[config.mk]
export PLATFORM = sky130hd
export DESIGN_NAME = che_powers
export DESIGN_NICKNAME = d
export VERILOG_FILES = /design/src/hdl/che_pkg.sv /design/src/hdl/che_powers.sv
export SDC_FILE = /design/constraint.sdc
export NUM_CORES = 1
export LEC_CHECK = 0
export BUFFER_PORTS_ARGS = -buffer_cell sky130_fd_sc_hd__buf_4
export CAP_MARGIN = 5
export CORE_MARGIN = 4
export CORE_UTILIZATION = 37
export CTS_CLUSTER_SIZE = 28
export DETAILED_ROUTE_END_ITERATION = 16
export REMOVE_ABC_BUFFERS = 1
export SLEW_MARGIN = 10
export SYNTH_ARGS = -nofsm -noshare
export SYNTH_HDL_FRONTEND = slang
export SYNTH_SLANG_ARGS = --single-unit
export TNS_END_PERCENT = 10
[constraint.sdc]
create_clock -name i_clk -period 7.6 [get_ports i_clk]
set_input_delay 0.76 -clock i_clk [delete_from_list [all_inputs] [get_ports i_clk]]
set_output_delay 0.76 -clock i_clk [all_outputs]
set_load 0.005 [all_outputs]
[src/hdl/che_pkg.sv]
// ----------------------------------------------------------------------------
// che_pkg
// Shared types and constants of the cubic Hermite curve evaluator.
// ----------------------------------------------------------------------------
`default_nettype none

package che_pkg;

    localparam int FRAC_BITS_DEF = 16;
    localparam int VALUE_W       = 32;
    localparam int BOUND_W       = 17;
    localparam int CMD_W         = 2;
    localparam int CFG_IDX_W     = 3;
    localparam int NUM_COEF      = 4;

    localparam int K_TWO    = 2;
    localparam int K_THREE  = 3;
    localparam int K_FOUR   = 4;
    localparam int K_SIX    = 6;
    localparam int K_TWELVE = 12;

    typedef enum logic [CMD_W-1:0] {
        CMD_POSITION = 2'd0,
        CMD_VELOCITY = 2'd1,
        CMD_ACCEL    = 2'd2
    } t_cmd;

    typedef enum logic [CFG_IDX_W-1:0] {
        REG_START_POS  = 3'd0,
        REG_START_VEL  = 3'd1,
        REG_END_POS    = 3'd2,
        REG_END_VEL    = 3'd3,
        REG_CLAMP_LOW  = 3'd4,
        REG_CLAMP_HIGH = 3'd5
    } t_cfg_idx;

    typedef struct packed {
        logic [CMD_W-1:0]          command;
        logic signed [VALUE_W-1:0] param_s;
    } t_req;

    typedef struct packed {
        logic signed [VALUE_W-1:0] value;
        logic                      saturated;
    } t_result;

    typedef struct packed {
        logic             valid;
        logic [CMD_W-1:0] command;
    } t_ctl;

endpackage

`default_nettype wire

[src/hdl/che_powers.sv]
// ----------------------------------------------------------------------------
// che_powers
// Second and third pipeline stages: rounded square and cube of the parameter.
// ----------------------------------------------------------------------------
`default_nettype none

module che_powers #(
    parameter int FRAC_BITS = che_pkg::FRAC_BITS_DEF
) (
    input  wire logic               i_clk,
    input  wire logic               i_rst_n,
    input  wire che_pkg::t_ctl      i_ctl,
    input  wire logic [FRAC_BITS:0] i_s,
    output che_pkg::t_ctl           o_ctl,
    output logic [FRAC_BITS:0]      o_s,
    output logic [FRAC_BITS:0]      o_s2,
    output logic [FRAC_BITS:0]      o_s3
);
    import che_pkg::*;

    localparam int S_W    = FRAC_BITS + 1;
    localparam int PROD_W = 2 * S_W;
    localparam logic [PROD_W-1:0] HALF =
        {{(PROD_W-FRAC_BITS){1'b0}}, 1'b1, {(FRAC_BITS-1){1'b0}}};
    localparam logic [S_W-1:0] ONE_S = {1'b1, {FRAC_BITS{1'b0}}};

    logic [PROD_W-1:0] sq;
    logic [PROD_W-1:0] cu;
    logic [S_W-1:0]    n_s2;
    logic [S_W-1:0]    n_s3;
    logic              r_valid2;
    logic              r_valid3;
    logic [CMD_W-1:0]  r_cmd2;
    logic [CMD_W-1:0]  r_cmd3;
    logic [S_W-1:0]    r_s_a;
    logic [S_W-1:0]    r_s_b;
    logic [S_W-1:0]    r_s2_a;
    logic [S_W-1:0]    r_s2_b;
    logic [S_W-1:0]    r_s3;

    always_comb begin
        sq   = PROD_W'(i_s) * PROD_W'(i_s) + HALF;
        n_s2 = sq[FRAC_BITS +: S_W];
        cu   = PROD_W'(r_s2_a) * PROD_W'(r_s_a) + HALF;
        n_s3 = cu[FRAC_BITS +: S_W];
    end

    always_ff @(posedge i_clk) begin
        if (!i_rst_n) begin
            r_valid2 <= 1'b0;
            r_valid3 <= 1'b0;
        end else begin
            r_valid2 <= i_ctl.valid;
            r_valid3 <= r_valid2;
        end
    end

    always_ff @(posedge i_clk) begin
        r_cmd2 <= i_ctl.command;
        r_s_a  <= i_s;
        r_s2_a <= n_s2;
        r_cmd3 <= r_cmd2;
        r_s_b  <= r_s_a;
        r_s2_b <= r_s2_a;
        r_s3   <= n_s3;
    end

    assign o_ctl = '{valid: r_valid3, command: r_cmd3};
    assign o_s   = r_s_b;
    assign o_s2  = r_s2_b;
    assign o_s3  = r_s3;

    a_power_order: assert property (@(posedge i_clk) disable iff (!i_rst_n)
        r_valid3 |-> ((r_s3 <= r_s2_b) && (r_s2_b <= ONE_S)))
        else $error("Cube exceeds square or square exceeds one.");

endmodule

`default_nettype wire

==> results by group <==
Outcome
  – Status: complete, no violations

Setup path
  – Max stage delay on crit path: 0.90 ns
  – Setup CP Type: reg2reg
  – Critical Path Start Type: flip-flop
  – RR Endpoint: o_s3[16]
  – Top cell family by delay on the critical path: adder cells
  – CP dominant cell by count: fa_1
  – WP data arrival: 7.04 ns
  – FF-to-FF path depth: 19
  – Setup crit start: r_s_a[2]
  – CP cell instances: nand2_1 -> fa_1 -> fa_1 -> fa_1 -> inv_1 -> fa_1 -> fa_1 -> inv_1 -> fa_1 -> inv_1 -> ha_1 -> a21oi_1 -> o21ai_1 -> a2111oi_0 -> a22oi_1 -> a311oi_1 -> o21a_1 -> o21ai_1 -> xnor2_1
  – CP Buf/Inv Count: 3
  – Reg2reg setup slack: 0.81 ns
  – CP Max Fanout: 18
  – Element type at the critical path end: flip-flop
  – Reg-to-Reg Start: r_s_a[2]
  – CP max stage cell: dfxtp_1
  – Req. time, crit path: between 7 and 8 ns

Yosys
  – Post-synth EDFFs: 0
  – Synth area leaders: fa_1, ha_1, inv_1
  – Sequential share of the synthesized area: 0.09647
  – Primary FF master, synth: dfxtp_1
  – Yosys reg bits: 91
  – Area share of the largest cell type after synthesis: 0.4431
  – Avg Synthesized Cell Area: 9.562 um^2
  – Yosys cell types: 53
  – YS warnings: 0
  – Mapped Cells: between 1500 and 2000
  – Synth area leader: fa_1
  – Synth top cells by count: inv_1, fa_1, ha_1
  – Async set-or-reset flop fraction in the synthesized netlist: 0
  – Mapped Area: roughly 0.019 mm^2
  – Count leader, synth: inv_1

Layout
  – Layout Nets: roughly 2700
  – Synthesis-to-layout area growth: 8.275%
  – Final Util: 0.4067
  – Fillers: 5022
  – Layout cell share with drive strength beyond 1: 0.05638
  – Non-Filler Instances: 2695

Detailed routing
  – Via count: around 13000
  – Routed wire length: 43460 um
  – DR WL/cell: 16.13 um
  – Iter 0 DRT Violations: around 570
  – Drt first pass iters: 5
  – Drt drc: 0
  – ANT nets after route: 0
  – Via density: 4.710

Global routing
  – Met2 usage: 0.2823
  – First-pass GRT wire length: 72840 um
  – Met1 Use GR: 0.2296
  – Initial antenna violation count: 0
  – Largest net degree at the start of global routing: 20
  – GR Util All Layers: 0.1678
  – Met3 usage in global routing: 0.02806
  – GR peak layer: met2
  – Vias in the first global route: between 10000 and 15000
  – Grt total ovfl: 0

Timing
  – Final Cycle Share: 0.8931
  – RSZ-0062 raised after global routing: no
  – Fin. max-slew vios: 0
  – Setup violators final: 0
  – Final Hold Vio Count: 0
  – Maximum clock rate: 147.3 MHz
  – Worst Tran Pin Value: roughly 1.0 ns
  – Minimum clock period: ~6.8 ns
  – Min Hold Slack: roughly 0.33 ns
  – Setup TNS: 0 ns
  – Clock Skew: 0.01191 ns
  – Max_slew headroom: 0.3344

Hold path
  – Worst Hold Endpoint: r_cmd3[0]
  – Worst Hold Depth: 0
  – Min-delay worst type: reg2reg
  – Min-delay src: r_cmd2[0]

Clock network
  – CTS Root Buffer Type: clkbuf_16
  – Post-CTS Resized: 0
  – CTS tree: yes
  – Skew-Pair Late Insertion Delay: 0.36 ns
  – Hold_buf cts: 0
  – CTS H-tree lvls: 3
  – CTS clk-pin slew, worst paths: about 0.080 ns
  – Setup repair bufs after CTS: 0
  – Inserted Clock Buffers: 9
  – Clk sinks: 91
  – CTS max path bufs: 2

Die
  – Die Span Y: approximately 230 um
  – I/O pins: between 70 and 80
  – Die Area: 0.05472 mm^2
  – Core area: slightly above 0.05 mm^2
  – Die width: 233.9 um
  – Initial Util: 0.3756
  – Num rows: 82

Placement
  – Detailed Place HPWL: about 34000 um
  – Dpl cells: 2678
  – Port bufs: between 70 and 80
  – RD Place Congestion: around 0.9

Flow run
  – Max_cap viols: 0
## registers in the layout (all words and copies together) (netlist names)
name / cells
r_valid3: 1
r_cmd2: 2
o_s2: 17
r_s2_a: 17
r_valid2: 1
r_cmd3: 2
r_s_a: 17
o_s: 17
o_s3: 17
## how the worst max path moves through the flow
stage / end / slack [ns] / cells after the start
finish: o_s3[16] / 0.81 / 19
global route: o_s3[16] / 0.52 / 18
CTS: o_s3[16] / 0.79 / 19
detailed placement: o_s3[16] / 0.83 / 19
global placement: o_s3[16] / 0.99 / 19
floorplan: r_s2_a[16] / 1.82 / 20
## layer usage
layer	vias up	share of wire
met1	6457	0.45
li1	5884	-
met2	302	0.48
met4	0	0.017
met5	-	0
met3	51	0.055
## cell families after synthesis
| family | share of synthesized area |
|---|---|
| buffers and inverters | 0.1179 |
| AND/OR/NAND/NOR | 0.1326 |
| adder cells (fa/ha/maj) | 0.5895 |
| flip-flops | 0.09647 |
| AO/OA/AOI/OAI | 0.03916 |
| XOR/XNOR | 0.02319 |
| multiplexers | 0.001126 |
## worst reg2reg max path: cells and delay by family, from the launching register on
family | cells | cell delay (ns)
xor+xnor | 1 | 0.13
simple gates | 1 | 0.18
buf+inv | 3 | 0.16
flops | 1 | 0.90
fa+ha+maj | 7 | 3.41
compound gates | 7 | 1.93
## layout make-up
class | instances | area (um^2) | area share
Multi-Input combinational cell | 1292 | 14840 | 0.7256
Inverter | 537 | 2016 | 0.09858
Sequential cell | 91 | 1822 | 0.08910
Tap cell | 672 | 840.8 | 0.04112
Timing Repair Buffer | 86 | 645.6 | 0.03158
Clock buffer | 9 | 225.2 | 0.01101
Clock inverter | 7 | 58.81 | 0.002876
Antenna cell | 1 | 2.502 | 0.0001224
## stage by stage
stage                     setup WS [ns]  cell area [um^2]
after floorplan                   1.816             18670
after global placement           0.9882             20160
after detailed placement         0.8313             20160
after CTS                        0.7910             20440
after global routing             0.5243             20440
final                            0.8124             20450
## placed cells by master (no fill, tap or decap), types with 6 or more instances in the layout
master | synthesis | layout
a21o_1 | 17 | 17
nand2_1 | 215 | 215
a21oi_1 | 34 | 34
ha_1 | 221 | 221
nor2_1 | 14 | 14
and3_1 | 6 | 6
o21ai_0 | 13 | 13
buf_4 | 1 | 86
inv_1 | 537 | 537
dfxtp_1 | 91 | 91
xnor2_1 | 32 | 32
nor2b_1 | 9 | 9
nand3_1 | 11 | 11
clkbuf_16 | 0 | 9
xor2_1 | 18 | 18
and2_1 | 218 | 218
fa_1 | 418 | 418
Power is not shown: default switching activity piles up to over one toggle a cycle in this logic, so the estimate is an artifact.
