$ cat src/hdl/che_pkg.sv
// ----------------------------------------------------------------------------
// che_pkg
// Shared types and constants of the cubic Hermite curve evaluator.
// ----------------------------------------------------------------------------
`default_nettype none

package che_pkg;

    localparam int FRAC_BITS_DEF = 16;
    localparam int VALUE_W       = 32;
    localparam int BOUND_W       = 17;
    localparam int CMD_W         = 2;
    localparam int CFG_IDX_W     = 3;
    localparam int NUM_COEF      = 4;

    localparam int K_TWO    = 2;
    localparam int K_THREE  = 3;
    localparam int K_FOUR   = 4;
    localparam int K_SIX    = 6;
    localparam int K_TWELVE = 12;

    typedef enum logic [CMD_W-1:0] {
        CMD_POSITION = 2'd0,
        CMD_VELOCITY = 2'd1,
        CMD_ACCEL    = 2'd2
    } t_cmd;

    typedef enum logic [CFG_IDX_W-1:0] {
        REG_START_POS  = 3'd0,
        REG_START_VEL  = 3'd1,
        REG_END_POS    = 3'd2,
        REG_END_VEL    = 3'd3,
        REG_CLAMP_LOW  = 3'd4,
        REG_CLAMP_HIGH = 3'd5
    } t_cfg_idx;

    typedef struct packed {
        logic [CMD_W-1:0]          command;
        logic signed [VALUE_W-1:0] param_s;
    } t_req;

    typedef struct packed {
        logic signed [VALUE_W-1:0] value;
        logic                      saturated;
    } t_result;

    typedef struct packed {
        logic             valid;
        logic [CMD_W-1:0] command;
    } t_ctl;

endpackage

`default_nettype wire

$ cat src/hdl/che_basis.sv
// ----------------------------------------------------------------------------
// che_basis
// Fourth pipeline stage: Hermite basis weights for the selected derivative.
// ----------------------------------------------------------------------------
`default_nettype none

module che_basis #(
    parameter int FRAC_BITS = che_pkg::FRAC_BITS_DEF
) (
    input  wire logic                      i_clk,
    input  wire logic                      i_rst_n,
    input  wire che_pkg::t_ctl             i_ctl,
    input  wire logic [FRAC_BITS:0]        i_s,
    input  wire logic [FRAC_BITS:0]        i_s2,
    input  wire logic [FRAC_BITS:0]        i_s3,
    output logic                           o_valid,
    output logic signed [FRAC_BITS+4:0]    o_w [che_pkg::NUM_COEF]
);
    import che_pkg::*;

    localparam int S_W = FRAC_BITS + 1;
    localparam int W_W = FRAC_BITS + 5;
    localparam logic signed [W_W-1:0] ONE_W =
        {{(W_W-FRAC_BITS-1){1'b0}}, 1'b1, {FRAC_BITS{1'b0}}};

    logic signed [W_W-1:0] s;
    logic signed [W_W-1:0] s2;
    logic signed [W_W-1:0] s3;
    logic signed [W_W-1:0] n_w [NUM_COEF];
    logic signed [W_W-1:0] r_w [NUM_COEF];
    logic                  r_valid;

    always_comb begin
        s  = $signed({{(W_W-S_W){1'b0}}, i_s});
        s2 = $signed({{(W_W-S_W){1'b0}}, i_s2});
        s3 = $signed({{(W_W-S_W){1'b0}}, i_s3});
        unique case (i_ctl.command)
            CMD_POSITION: begin
                n_w[0] = W_W'(K_TWO * s3 - K_THREE * s2 + ONE_W);
                n_w[1] = W_W'(s3 - K_TWO * s2 + s);
                n_w[2] = W_W'(K_THREE * s2 - K_TWO * s3);
                n_w[3] = W_W'(s3 - s2);
            end
            CMD_VELOCITY: begin
                n_w[0] = W_W'(K_SIX * s2 - K_SIX * s);
                n_w[1] = W_W'(K_THREE * s2 - K_FOUR * s + ONE_W);
                n_w[2] = W_W'(K_SIX * s - K_SIX * s2);
                n_w[3] = W_W'(K_THREE * s2 - K_TWO * s);
            end
            CMD_ACCEL: begin
                n_w[0] = W_W'(K_TWELVE * s - K_SIX * ONE_W);
                n_w[1] = W_W'(K_SIX * s - K_FOUR * ONE_W);
                n_w[2] = W_W'(K_SIX * ONE_W - K_TWELVE * s);
                n_w[3] = W_W'(K_SIX * s - K_TWO * ONE_W);
            end
            default: begin
                n_w[0] = '0;
                n_w[1] = '0;
                n_w[2] = '0;
                n_w[3] = '0;
            end
        endcase
    end

    always_ff @(posedge i_clk) begin
        if (!i_rst_n) begin
            r_valid <= 1'b0;
        end else begin
            r_valid <= i_ctl.valid;
        end
    end

    always_ff @(posedge i_clk) begin
        r_w <= n_w;
    end

    assign o_valid = r_valid;
    assign o_w     = r_w;

endmodule

`default_nettype wire

$ cat config.mk
export PLATFORM = sky130hd
export DESIGN_NAME = che_basis
export DESIGN_NICKNAME = d
export VERILOG_FILES = /design/src/hdl/che_pkg.sv /design/src/hdl/che_basis.sv
export SDC_FILE = /design/constraint.sdc
export NUM_CORES = 1
export LEC_CHECK = 0
export ABC_AREA = 0
export ABC_CLOCK_PERIOD_IN_PS = 9100
export BUFFER_PORTS_ARGS = -buffer_cell sky130_fd_sc_hd__buf_2
export CORE_ASPECT_RATIO = 1.2
export CORE_UTILIZATION = 60
export DETAILED_ROUTE_END_ITERATION = 6
export GPL_ROUTABILITY_DRIVEN = 1
export PLACE_DENSITY = 0.83
export SYNTH_ARGS = -nofsm -noshare
export SYNTH_HDL_FRONTEND = slang
export SYNTH_SLANG_ARGS = --single-unit
$ cat constraint.sdc
create_clock -name i_clk -period 9.1 [get_ports i_clk]
set_input_delay 1.82 -clock i_clk [delete_from_list [all_inputs] [get_ports i_clk]]
set_output_delay 1.82 -clock i_clk [all_outputs]
set_load 0.005 [all_outputs]
==> flow_metrics.py <==
metrics = {
    "timing": {
        "drv_slew": 0,
        "setup_viol": 0,
        "rsz0062_at_grt": "false",
        "fin_crit_sh": 0.7143,
        "fmax_ghz": 0.1538,
        "setup_tns_ns": 0,
        "whs_ns": 1.655,
        "slew_headroom": 0.3730,
        "hold_viol": 0,
        "worst_pin_slew_ns": 0.9406,
        "period_needed_ns": 6.500,
        "setup_slack_ns": 2.600,
    },
    "route": {
        "drt-pass1-iter-count": 5,
        "remaining_drc_errors": 0,
        "wirelength_um": 36070,
        "viasPerCell": 6.153,
        "vias": 11920,
        "wl_per_cell_um": 18.62,
        "ant_nets": 0,
        "drt_iter0_markers": 801,
    },
    "worst_setup_path": {
        "crit_required_ns": 9.36,
        "critPathKind": "input port to flop",
        "crit_arrival_ns": 6.76,
        "crit_slowest_cell": "o41ai_1",
        "crit_fanout": 10,
        "crit_chain": "buf_2 -> ha_1 -> inv_1 -> fa_1 -> nand2b_1 -> a21oi_2 -> nor2_1 -> xnor2_1 -> ha_1 -> inv_1 -> o41ai_1 -> a221oi_1 -> maj3_1 -> o21ai_1 -> a221oi_2 -> o311ai_1 -> a21oi_1 -> xnor2_1 -> a221o_1",
        "critical_path.endpoint_type": "flop",
        "crit_path_start": "i_s2[0]",
        "startpoint_type": "input port",
        "path_buf_inv": 3,
        "cpLargestDelayFamily": "compound AO/OA/AOI/OAI gates",
        "cp_slowest_stage_delay_ns": 0.62,
    },
    "clock_network": {
        "root_buffer": "clkbuf_16",
        "ctsResizeCount": 0,
        "cts-buffers-inserted": 9,
        "post-cts-setup-buffers": 0,
        "cts.reportedPaths.clkPinSlew_ns": 0.07,
        "cts.sinks": 84,
        "cts_tree": "yes",
        "cts_buffer_depth": 2,
        "htreeDepth": 3,
        "cts_hold_buf": 0,
    },
    "hold_path": {
        "hold_class": "input port to flop",
        "hp-start": "i_ctl[2]",
    },
    "synth": {
        "synth_nets": 1816,
        "async_flop_share": 0,
        "ys_types": 90,
        "synth-edff-count": 0,
        "yosys_warnings": 0,
        "netlist_instances": 1567,
        "ys_seq_area_frac": 0.1412,
        "syn_area_per_cell_sq_um": 7.598,
        "netlist_area_sq_um": 11910,
        "ys.flop_type": "dfxtp_1",
        "yosys_register_bits": 84,
    },
    "die": {
        "rows": 56,
        "core_area_sq_um": 19480,
        "die_h_um": 156.3,
        "dieArea_sq_um": 20410,
        "initial_core_util": 0.6113,
        "ioPinCount": 141,
        "die_w_um": 130.6,
    },
    "power_and_ir_drop": {
        "power.share.combinational": 0.662,
        "intPower_w": 0.001456,
        "switchingPower_w": 0.001213,
        "clkPwrFrac": 0.153,
        "sw_frac_of_total": 0.4546,
        "ir_worst_vdd_mv": 0.1082,
        "pwr-share-seq": 0.185,
        "powerDensity_nw_per_um2": 203.9,
        "p_leak_nw": 6.272,
    },
    "grt": {
        "antenna_found_initial": 0,
        "grt_pass1_wl_um": 55350,
        "grt_max_degree": 66,
        "grtUsageTotal": 0.3534,
        "grt_overflow": 0,
        "first_global_vias": 10980,
    },
    "status": {
        "outcome": "complete, no violations",
    },
    "cells_and_area": {
        "finalNetCount": 1921,
        "diodes": 0,
        "area_growth_pct": 9.963,
        "fin_util": 0.6721,
        "drive_above_1_share": 0.1211,
    },
    "place": {
        "gp_congestion": 0.9905,
        "portBuffers": 140,
        "place_ws_ns": 2.317,
        "dp_hpwl_um": 29130,
    },
    "job": {
        "max-cap-violations": 0,
    },
}
layout make-up:
type	instances	area, sq um
Fill cell	1768	6386
Clock inverter	6	90.09
Clock buffer	9	225.2
Multi-Input combinational cell	1298	9522
Tap cell	261	326.6
Inverter	133	499.2
Sequential cell	84	1682
Timing Repair Buffer	146	748.2
metal layers:
| layer | share of wire | track usage | up-vias | wire (um) |
|---|---|---|---|---|
| li1 | - | - | 5849 | - |
| met1 | 0.39 | 0.3905 | 5450 | 14130 |
| met2 | 0.48 | 0.6135 | 474 | 17480 |
| met3 | 0.046 | 0.04410 | 146 | 1666 |
| met4 | 0.078 | 0.2622 | 0 | 2797 |
| met5 | 0 | 0 | - | 0 |
layout by cell type, fill, tap and decap left out, types with 27 or more instances in the layout:
cell	synthesis	layout
nand2_1	110	110
o21ai_0	96	96
o22ai_1	27	27
a21o_1	44	44
xnor2_1	97	97
nor2b_1	32	32
nor2_1	118	117
ha_1	183	183
xor2_1	63	63
nor3_1	34	34
inv_1	132	132
buf_2	6	139
a21oi_1	119	119
dfxtp_1	84	84
path summary, 6_finish.rpt:
| check | end | cells after the start |
|---|---|---|
| max | o_w[82] | 19 |
| min | o_valid | 2 |
state kept, by name, indices dropped and copies added (netlist names):
register / cells
o_valid: 1
o_w: 83
cell families after synthesis:
group / Yosys count / synth area share
buf+inv: 185 / 0.05927
simple gates: 421 / 0.1699
compound gates: 509 / 0.2878
fa+ha+maj: 196 / 0.2116
mux: 8 / 0.006936
flops: 84 / 0.1412
xor+xnor: 164 / 0.1232
power groups by stage:
stage          logic, W  registers, W  clock network, W
2_1_floorplan   0.00127      0.000521                 0
5_1_grt         0.00194      0.000507          0.000424
6_report        0.00177      0.000495          0.000408
3_3_place_gp    0.00170      0.000504                 0
4_1_cts         0.00174      0.000496          0.000414
3_5_place_dp    0.00173      0.000504                 0
cells in the mapped netlist, types with 8 or more instances:
cell / n / area [sq um]
a211oi_1: 16 / 120.1
a21boi_0: 8 / 60.06
a21o_1: 44 / 330.3
a21oi_1: 119 / 595.6
a22o_1: 14 / 122.6
a31oi_1: 15 / 93.84
and2_1: 12 / 75.07
and3_1: 14 / 87.58
clkbuf_1: 42 / 157.7
dfxtp_1: 84 / 1682
fa_1: 10 / 200.2
ha_1: 183 / 2290
inv_1: 132 / 495.5
nand2_1: 110 / 412.9
nand2b_1: 17 / 106.4
nand3_1: 26 / 130.1
nor2_1: 118 / 442.9
nor2b_1: 32 / 200.2
nor3_1: 34 / 170.2
o211ai_1: 12 / 90.09
o21a_1: 21 / 157.7
o21ai_0: 96 / 480.5
o21ai_1: 10 / 50.05
o21bai_1: 17 / 127.6
o22ai_1: 27 / 168.9
o31a_1: 8 / 70.07
o31ai_1: 12 / 90.09
o32ai_1: 8 / 70.07
or2_2: 9 / 56.30
or3_1: 18 / 112.6
xnor2_1: 97 / 849.6
xor2_1: 63 / 551.8
per-stage QoR:
stage	power [W]	cell area (sq um)	instances
after global routing	0.002869	13090	1937
after global placement	0.002207	12780	1922
final	0.002669	13090	1937
after CTS	0.002654	13090	1937
after detailed placement	0.002233	12780	1922
after floorplan	0.001792	11910	1567
No activity file was read; power rests on OpenSTA's default activity.
