$ cat src/hdl/che_pkg.sv
// ----------------------------------------------------------------------------
// che_pkg
// Shared types and constants of the cubic Hermite curve evaluator.
// ----------------------------------------------------------------------------
`default_nettype none

package che_pkg;

    localparam int FRAC_BITS_DEF = 16;
    localparam int VALUE_W       = 32;
    localparam int BOUND_W       = 17;
    localparam int CMD_W         = 2;
    localparam int CFG_IDX_W     = 3;
    localparam int NUM_COEF      = 4;

    localparam int K_TWO    = 2;
    localparam int K_THREE  = 3;
    localparam int K_FOUR   = 4;
    localparam int K_SIX    = 6;
    localparam int K_TWELVE = 12;

    typedef enum logic [CMD_W-1:0] {
        CMD_POSITION = 2'd0,
        CMD_VELOCITY = 2'd1,
        CMD_ACCEL    = 2'd2
    } t_cmd;

    typedef enum logic [CFG_IDX_W-1:0] {
        REG_START_POS  = 3'd0,
        REG_START_VEL  = 3'd1,
        REG_END_POS    = 3'd2,
        REG_END_VEL    = 3'd3,
        REG_CLAMP_LOW  = 3'd4,
        REG_CLAMP_HIGH = 3'd5
    } t_cfg_idx;

    typedef struct packed {
        logic [CMD_W-1:0]          command;
        logic signed [VALUE_W-1:0] param_s;
    } t_req;

    typedef struct packed {
        logic signed [VALUE_W-1:0] value;
        logic                      saturated;
    } t_result;

    typedef struct packed {
        logic             valid;
        logic [CMD_W-1:0] command;
    } t_ctl;

endpackage

`default_nettype wire

$ cat src/hdl/che_clamp.sv
// ----------------------------------------------------------------------------
// che_clamp
// First pipeline stage: limits the curve parameter to the configured bounds.
// ----------------------------------------------------------------------------
`default_nettype none

module che_clamp #(
    parameter int FRAC_BITS = che_pkg::FRAC_BITS_DEF
) (
    input  wire logic                          i_clk,
    input  wire logic                          i_rst_n,
    input  wire logic                          i_valid,
    input  wire che_pkg::t_req                 i_req,
    input  wire logic [che_pkg::BOUND_W-1:0]   i_clamp_low,
    input  wire logic [che_pkg::BOUND_W-1:0]   i_clamp_high,
    output che_pkg::t_ctl                      o_ctl,
    output logic [FRAC_BITS:0]                 o_s
);
    import che_pkg::*;

    localparam int S_W   = FRAC_BITS + 1;
    localparam int CMP_W = VALUE_W + 1;
    localparam logic signed [CMP_W-1:0] ONE_C =
        {{(CMP_W-FRAC_BITS-1){1'b0}}, 1'b1, {FRAC_BITS{1'b0}}};
    localparam logic [S_W-1:0] ONE_S = {1'b1, {FRAC_BITS{1'b0}}};

    logic signed [CMP_W-1:0] lo_raw;
    logic signed [CMP_W-1:0] hi_raw;
    logic signed [CMP_W-1:0] lo;
    logic signed [CMP_W-1:0] hi;
    logic signed [CMP_W-1:0] s_ext;
    logic signed [CMP_W-1:0] s_cl;
    logic [S_W-1:0]          n_s;
    logic                    r_valid;
    logic [CMD_W-1:0]        r_cmd;
    logic [S_W-1:0]          r_s;

    always_comb begin
        lo_raw = $signed({{(CMP_W-BOUND_W){1'b0}}, i_clamp_low});
        hi_raw = $signed({{(CMP_W-BOUND_W){1'b0}}, i_clamp_high});
        lo     = (lo_raw > ONE_C) ? ONE_C : lo_raw;
        hi     = (hi_raw > ONE_C) ? ONE_C : hi_raw;
        s_ext  = $signed({i_req.param_s[VALUE_W-1], i_req.param_s});
        priority if (s_ext < lo) begin
            s_cl = lo;
        end else if (s_ext > hi) begin
            s_cl = hi;
        end else begin
            s_cl = s_ext;
        end
        n_s = s_cl[S_W-1:0];
    end

    always_ff @(posedge i_clk) begin
        if (!i_rst_n) begin
            r_valid <= 1'b0;
        end else begin
            r_valid <= i_valid;
        end
    end

    always_ff @(posedge i_clk) begin
        r_cmd <= i_req.command;
        r_s   <= n_s;
    end

    assign o_ctl = '{valid: r_valid, command: r_cmd};
    assign o_s   = r_s;

    a_clamp_range: assert property (@(posedge i_clk) disable iff (!i_rst_n)
        r_valid |-> (r_s <= ONE_S))
        else $error("Clamped parameter is above one.");

endmodule

`default_nettype wire

$ cat config.mk
export PLATFORM = sky130hd
export DESIGN_NAME = che_clamp
export DESIGN_NICKNAME = d
export VERILOG_FILES = /design/src/hdl/che_pkg.sv /design/src/hdl/che_clamp.sv
export SDC_FILE = /design/constraint.sdc
export NUM_CORES = 1
export LEC_CHECK = 0
export ABC_AREA = 1
export BUFFER_PORTS_ARGS = -buffer_cell sky130_fd_sc_hd__buf_2
export CELL_PAD_IN_SITES_DETAIL_PLACEMENT = 1
export CELL_PAD_IN_SITES_GLOBAL_PLACEMENT = 1
export CORE_MARGIN = 2
export CORE_UTILIZATION = 25
export DETAILED_ROUTE_END_ITERATION = 12
export GPL_ROUTABILITY_DRIVEN = 0
export PLACE_DENSITY = 0.76
export SLEW_MARGIN = 0
export SYNTH_ARGS = -nofsm -noshare
export SYNTH_HDL_FRONTEND = slang
export SYNTH_SLANG_ARGS = --single-unit
export TNS_END_PERCENT = 5
$ cat constraint.sdc
create_clock -name i_clk -period 3 [get_ports i_clk]
set_input_delay 0.6 -clock i_clk [delete_from_list [all_inputs] [get_ports i_clk]]
set_output_delay 0.6 -clock i_clk [all_outputs]
set_load 0.05 [all_outputs]
==> metrics.md, run 1 <==
| Metric | Value |
|---|---|
| GRT Overall Usage | `16.85%` |
| Top cells by area, synth | `ha_1 (21%), dfxtp_1 (20%), nand2_1 (20%)` |
| DRC viols | `0` |
| Setup TNS | `-1.260 ns` |
| Relative slew margins | `65.46%` |
| Starting Density | `25.83%` |
| Crit share post-route | `105.7%` |
| Final Critical Period | `3.170 ns` |
| Max Fanout on Critical Path | `8` |
| Max_cap viols | `0` |
| Number of CTS-inserted buffers | `3` |
| Prevailing post-synth register cell | `dfxtp_1` |
| Final wirelength | `8293 um` |
| Fmax | `315.5 MHz` |
| Floorplan die height | `93.35 um` |
| DR pass1 iterations | `4` |
| Final ANT Viol Nets | `0` |
| Pins Over Slew Limit | `0` |
| Port Buffers | `90` |
| Post-synth top area cell | `ha_1` |
| Failing checks | `negative setup slack` |
| Cell-internal power | `0.5911 mW` |
| Endpoints failing setup | `16` |
| Count leader, synth | `nand2_1` |
| Post-DP HPWL | `between 6000 and 7000 um` |
| Status | `finished, violations left` |
| Ys Warns | `0` |
| Hold Buf Count CTS | `0` |
| Post-synthesis net count | `407` |
| Initial drt markers | `65` |
| CTS tree | `yes` |
| Share of total power in combinational logic | `47.9%` |
| CTS Buffer Depth | `2` |
| Clk sinks | `20` |
| PnR worst setup slack | `-0.1697 ns` |
| Post-Syn Instances | `roughly 300` |
| Setup crit end kind | `register` |
| Pre-CTS worst setup slack | `-0.4923 ns` |
| Static leakage | `about 1.7 nW` |
| Hold/Removal Path Class | `primary input to register` |
| Via/cell ratio | `4.837` |
| Final number of hold-violating endpoints | `0` |
| Die area | `8713 um^2` |
| Synth top cells by count | `nand2_1 (104), ha_1 (33), inv_1 (26), dfxtp_1 (20), nand3_1 (20)` |
| Via count | `about 2,500` |
| Sequential Power Share | `between 20% and 30%` |
| DR WL/cell | `15.89 um` |
| Row cnt | `32` |
| CP Data Arrival Time | `3.38 ns` |
| Sw Share | `39.79%` |
| Syn avg cell area | `6.586 um^2` |
| Io pins | `91` |
| N_diodes | `0` |
| H-tree depth | `1` |
| Sequential area share after synthesis | `20.06%` |
| Post-synth cell types | `30` |
| Post-Syn Area | `1996 um^2` |
| Clk slew on worst S/H paths | `0.09 ns` |
| RSZ-0062 raised after global routing | `true` |
| Cell area power density | `302.5 nW/um^2` |
| Fillers | `slightly below 1,000` |
| Grt total ovfl | `0` |
| WP data required | `3.21 ns` |
| P_sw | `0.3907 mW` |
| Antenna violations before repair | `0` |
| Clk network pwr share | `between 20% and 30%` |
| Yosys reg bits | `20` |
| Largest net degree at the start of global routing | `20` |
| Share of the synthesized area in the top cell type | `20.69%` |
| Startpoint types | `primary input` |
| Worst slew pin tran | `0.5138 ns` |
| Share of cells above drive strength 1 | `45.00%` |
| FFs w/ async S/R, synth | `0%` |
| Post-synth EDFFs | `0` |
| Area Overhead vs Synth | `62.63%` |
| Die width | `~93 um` |
| First-pass GRT wire length | `between 10,000 and 15,000 um` |
| Critical path class | `primary input to register` |
| Fin nets | `525` |
| Vias in the first global route | `2,434` |
| Clock Tree Root | `clkbuf_8` |
| Core box area | `around 7700 um^2` |
| Worst vdd ir | `133.8 uV` |
==> power groups by stage <==
| stage | Clock [mW] | Combinational, mW | Sequential, mW |
|---|---|---|---|
| after floorplan | 0 | 0.157 | 0.370 |
| after global placement | 0 | 0.372 | 0.298 |
| after detailed placement | 0 | 0.388 | 0.298 |
| after CTS | 0.221 | 0.395 | 0.292 |
| after global routing | 0.231 | 0.511 | 0.293 |
| final | 0.220 | 0.471 | 0.291 |
==> layout make-up <==
type | count | area, um^2 | area share [%]
Timing Repair Buffer | 122 | 832.0 | 25.64
Tap cell | 102 | 127.6 | 3.932
Sequential cell | 20 | 400.4 | 12.34
Clock buffer | 4 | 55.05 | 1.696
Inverter | 27 | 101.3 | 3.123
Multi-Input combinational cell | 247 | 1729 | 53.28
==> timing repair <==
item                                    CTS  global route
gates resized for setup                   8            78
pin swaps                                 0            23
hold endpoints to repair                  0             0
gates cloned                              0             3
buffers inserted                          0             2
endpoints found under the setup margin   17            17
==> critical path: stages <==
cell       delay, ns
buf_6           0.10
nor4_4          0.29
nand4_1         0.14
nand2_2         0.18
buf_6           0.15
nand2_1         0.09
ha_1            0.32
nand2_1         0.10
o21ai_0         0.25
a21oi_1         0.13
nand2_1         0.09
nand2_1         0.06
nand2_2         0.08
nand3_4         0.16
clkbuf_16       0.24
o21ai_1         0.17
nand3_1         0.13
nand2_1         0.09
==> routing by layer <==
layer | track usage [%] | part of all wire [%] | vias up
li1 | - | - | 1244
met1 | 20.29 | 41 | 1185
met2 | 30.64 | 52 | 78
met3 | 2.256 | 4.7 | 18
met4 | 5.515 | 2.6 | 0
met5 | 0 | 0 | -
==> stage by stage <==
stage | hold slack, ns | cell area, um^2 | instances | power [mW] | utilization, %
finish | 0.4160 | 3246 | 522 | 0.9817 | 42.00
CTS | 0.4166 | 2848 | 518 | 0.9076 | 36.85
detailed placement | 0.7043 | 2750 | 514 | 0.6856 | 35.59
floorplan | 0.6277 | 1996 | 303 | 0.5275 | -
global route | 0.4132 | 3246 | 522 | 1.035 | 42.00
global placement | 0.7025 | 2750 | 514 | 0.6697 | 35.59
==> flip-flops by register name (all words and copies together), names as in the netlist <==
signal / count
o_s: 17
r_valid: 1
r_cmd: 2
==> final timing paths <==
path / from / endpoint / slack [ns] / depth (start not counted)
max: i_clamp_high[3] / o_s[12]$_DFF_P_ / -0.17 / 18
min: i_req[32] / r_cmd[0]$_DFF_P_ / 0.42 / 1
==> placed cells by master, fill, tap and decap left out, drive strengths merged <==
master,synthesis,final
inv,27,27
o21a,1,1
a211oi,3,3
o221a,1,1
clkbuf,2,6
nand2,119,119
nor4,8,8
a21boi,1,1
ha,33,33
dfxtp,20,20
nand3,22,22
a21oi,13,13
buf,7,120
nand3b,1,1
o21ai,20,20
nand4,3,3
nor3,4,4
nor2,18,18
==> cells by family (layout without fill, tap and decap cells) <==
group           Yosys count  in the layout  synth area share, %
buf+inv                  36            153                8.025
simple gates            175            175                40.50
compound gates           39             39                10.72
flops                    20             20                20.06
fa+ha+maj                33             33                20.69
Note: power is estimated with default switching activity, not from simulation.
==> inputs of run 2 (changes only) <==
BUFFER_PORTS_ARGS = -buffer_cell sky130_fd_sc_hd__clkbuf_2   (was -buffer_cell sky130_fd_sc_hd__buf_2)
==> run 2 against run 1 <==
Net effect:
- the run still ends with negative setup slack left
- maximum frequency grew 2.6%
- sequential cell count is the same
- count of clock-buffer cells in the layout is the same
- utilization grew 1.7 points
- global-route usage grew 3.3 points
- via count grew 3.1%
- largest power group unchanged
- highest routed layer unchanged
==> metrics.md, run 2 (synthesis gave the netlist of run 1 again) <==
| Metric | Value |
|---|---|
| Via count | `2,603` |
| Endpoints failing setup | `17` |
| Port Buffers | `90` |
| DP Area | `2753 um^2` |
| Fin nets | `529` |
| Starting Density | `25.83%` |
| First-pass GRT wire length | `13,850 um` |
| Failing checks | `negative setup slack` |
| Relative slew margins | `about 61%` |
| Share of cells above drive strength 1 | `52.59%` |
| Final wirelength | `9100 um` |
| Setup crit end kind | `register` |
| H-tree depth | `1` |
| Final number of hold-violating endpoints | `0` |
| Die width | `93.35 um` |
| Pins Over Slew Limit | `0` |
| Antenna violations before repair | `0` |
| Core box area | `7727 um^2` |
| Worst vdd ir | `134.7 uV` |
| Crit share post-route | `103.0%` |
| Grt met3 use | `2.256%` |
| Most used cell along the critical path | `nand2_1` |
| Hold Buf Count CTS | `0` |
| Critical path class | `primary input to register` |
| Area occupied by multi-input gates | `~1800 um^2` |
| Clk sinks | `20` |
| Final Critical Period | `3.090 ns` |
| Initial drt markers | `between 80 and 90` |
| Crit path launch | `i_clamp_low[10]` |
| Hold path start | `i_req[33]` |
| PnR worst setup slack | `-0.09015 ns` |
| Die area | `8713 um^2` |
| Via/cell ratio | `~4.9` |
| Max reg flops | `17` |
| Number of CTS-inserted buffers | `3` |
| CTS tree | `yes` |
| RSZ-0062 raised after global routing | `true` |
| Hold/Removal Path Class | `primary input to register` |
| Fmax | `323.6 MHz` |
| Crit path largest cell delay | `0.33 ns` |
| GR Util met1 | `between 20% and 30%` |
| Cell area power density | `301.0 nW/um^2` |
| N_diodes | `0` |
| CTS Buffer Depth | `2` |
| Placed cells | `516` |
| Fillers | `970` |
| Final ANT Viol Nets | `0` |
| Most common cell after layout, fill and taps aside | `clkbuf_2` |
| Slowest-stage cell, CP | `ha_1` |
| Static leakage | `1.724 nW` |
| GRT Overall Usage | `20.17%` |
| Leading cell types in the layout, fill and taps excluded | `clkbuf_2 (87), nand2_1 (77), nand2_2 (36)` |
| Max_cap viols | `0` |
| GRT met2 Usage | `36.75%` |
| WP data required | `3.20 ns` |
| Status | `finished, violations left` |
| CP Data Arrival Time | `3.29 ns` |
| Clk slew on worst S/H paths | `0.07 ns` |
| Cell Chain, Critical Path | `clkbuf_2 -> nor2_1 -> nand2_1 -> nor2_2 -> nand2_2 -> nand2_4 -> nand2_1 -> ha_1 -> nand2_1 -> nor2_1 -> a211oi_2 -> o221a_2 -> nand2_1 -> nand2_2 -> nand2_8 -> nand2_8 -> nand2_1 -> nand2_1` |
| Post-DP HPWL | `6397 um` |
| Io pins | `91` |
| GRT busiest layer | `met2` |
| Max Fanout on Critical Path | `19` |
| Grt total ovfl | `0` |
| Post-layout instance area | `3374 um^2` |
| Startpoint types | `primary input` |
| DR WL/cell | `17.30 um` |
| Register area | `between 400 and 500 um^2` |
| Row cnt | `32` |
| Floorplan die height | `93.35 um` |
| Area Overhead vs Synth | `69.09%` |
| DRC viols | `0` |
| Worst slew pin tran | `slightly below 0.6 ns` |
| DR pass1 iterations | `4` |
| Largest net degree at the start of global routing | `20` |
| Vias in the first global route | `2,936` |
| Clock Tree Root | `clkbuf_8` |
| Finished Layout Cells | `526` |
[run 2: cell count changes in the layout (fill, tap and decap cells not counted), sizes merged]
| cell | previous run | this run |
|---|---|---|
| bufbuf | 0 | 1 |
| nand2 | 119 | 120 |
| clkbuf | 6 | 92 |
| buf | 120 | 36 |
[run 2: routing by layer]
metal  share of wire [%]  wire, um  up-vias
met5                   0         0        -
met3                 4.2       383       24
met1                  40      3670     1238
met4                 3.4       306        0
met2                  52      4740       94
li1                    -         -     1247
[run 2: timing repair]
item                                    CTS  global route
resized for setup                        45            61
cloned                                    3             1
pin swaps                                16            22
endpoints found under the setup margin   17            17
setup buffers                             3             1
[run 2: cell type report]
class                   instances  area share (%)
multi-input cells             248           54.80
flip-flops and latches         20           11.87
inverters                      27           3.003
repair buffers                125           24.92
well taps                     102           3.782
clock buffers                   4           1.631
[run 2: through the flow]
step | hold slack, ns | setup TNS [ns] | worst slack (ns) | power (mW) | utilization [%]
floorplan | 0.6277 | 0 | 0.1182 | 0.5275 | -
global placement | 0.7031 | -7.943 | -0.5008 | 0.6717 | 35.62
detailed placement | 0.7054 | -11.57 | -0.7376 | 0.6896 | 35.62
CTS | 0.4354 | -0.1075 | -0.04131 | 0.9579 | 40.40
global route | 0.4307 | -3.317 | -0.2405 | 1.075 | 43.67
finish | 0.4392 | -0.7415 | -0.09015 | 1.016 | 43.67
[run 2: power breakdown]
| group | internal [mW] | total [mW] | leakage, nW | switching [mW] |
|---|---|---|---|---|
| clock network | 0.117 | 0.217 | 0.0288 | 0.0996 |
| logic | 0.203 | 0.505 | 1.53 | 0.303 |
| registers | 0.287 | 0.294 | 0.167 | 0.00732 |
| total | 0.606 | 1.02 | 1.72 | 0.410 |
[run 2: critical path: cells and delay by family]
kind / cells / cell delay [ns]
adder cells (fa/ha/maj): 1 / 0.33
AO/OA/AOI/OAI: 2 / 0.47
buffers and inverters: 1 / 0.10
AND/OR/NAND/NOR: 14 / 1.77
[run 2: final timing paths]
check | endpoint | slack [ns] | cells after the start
setup / recovery | o_s[0]$_DFF_P_ | -0.09 | 18
hold / removal | r_cmd[1]$_DFF_P_ | 0.44 | 1
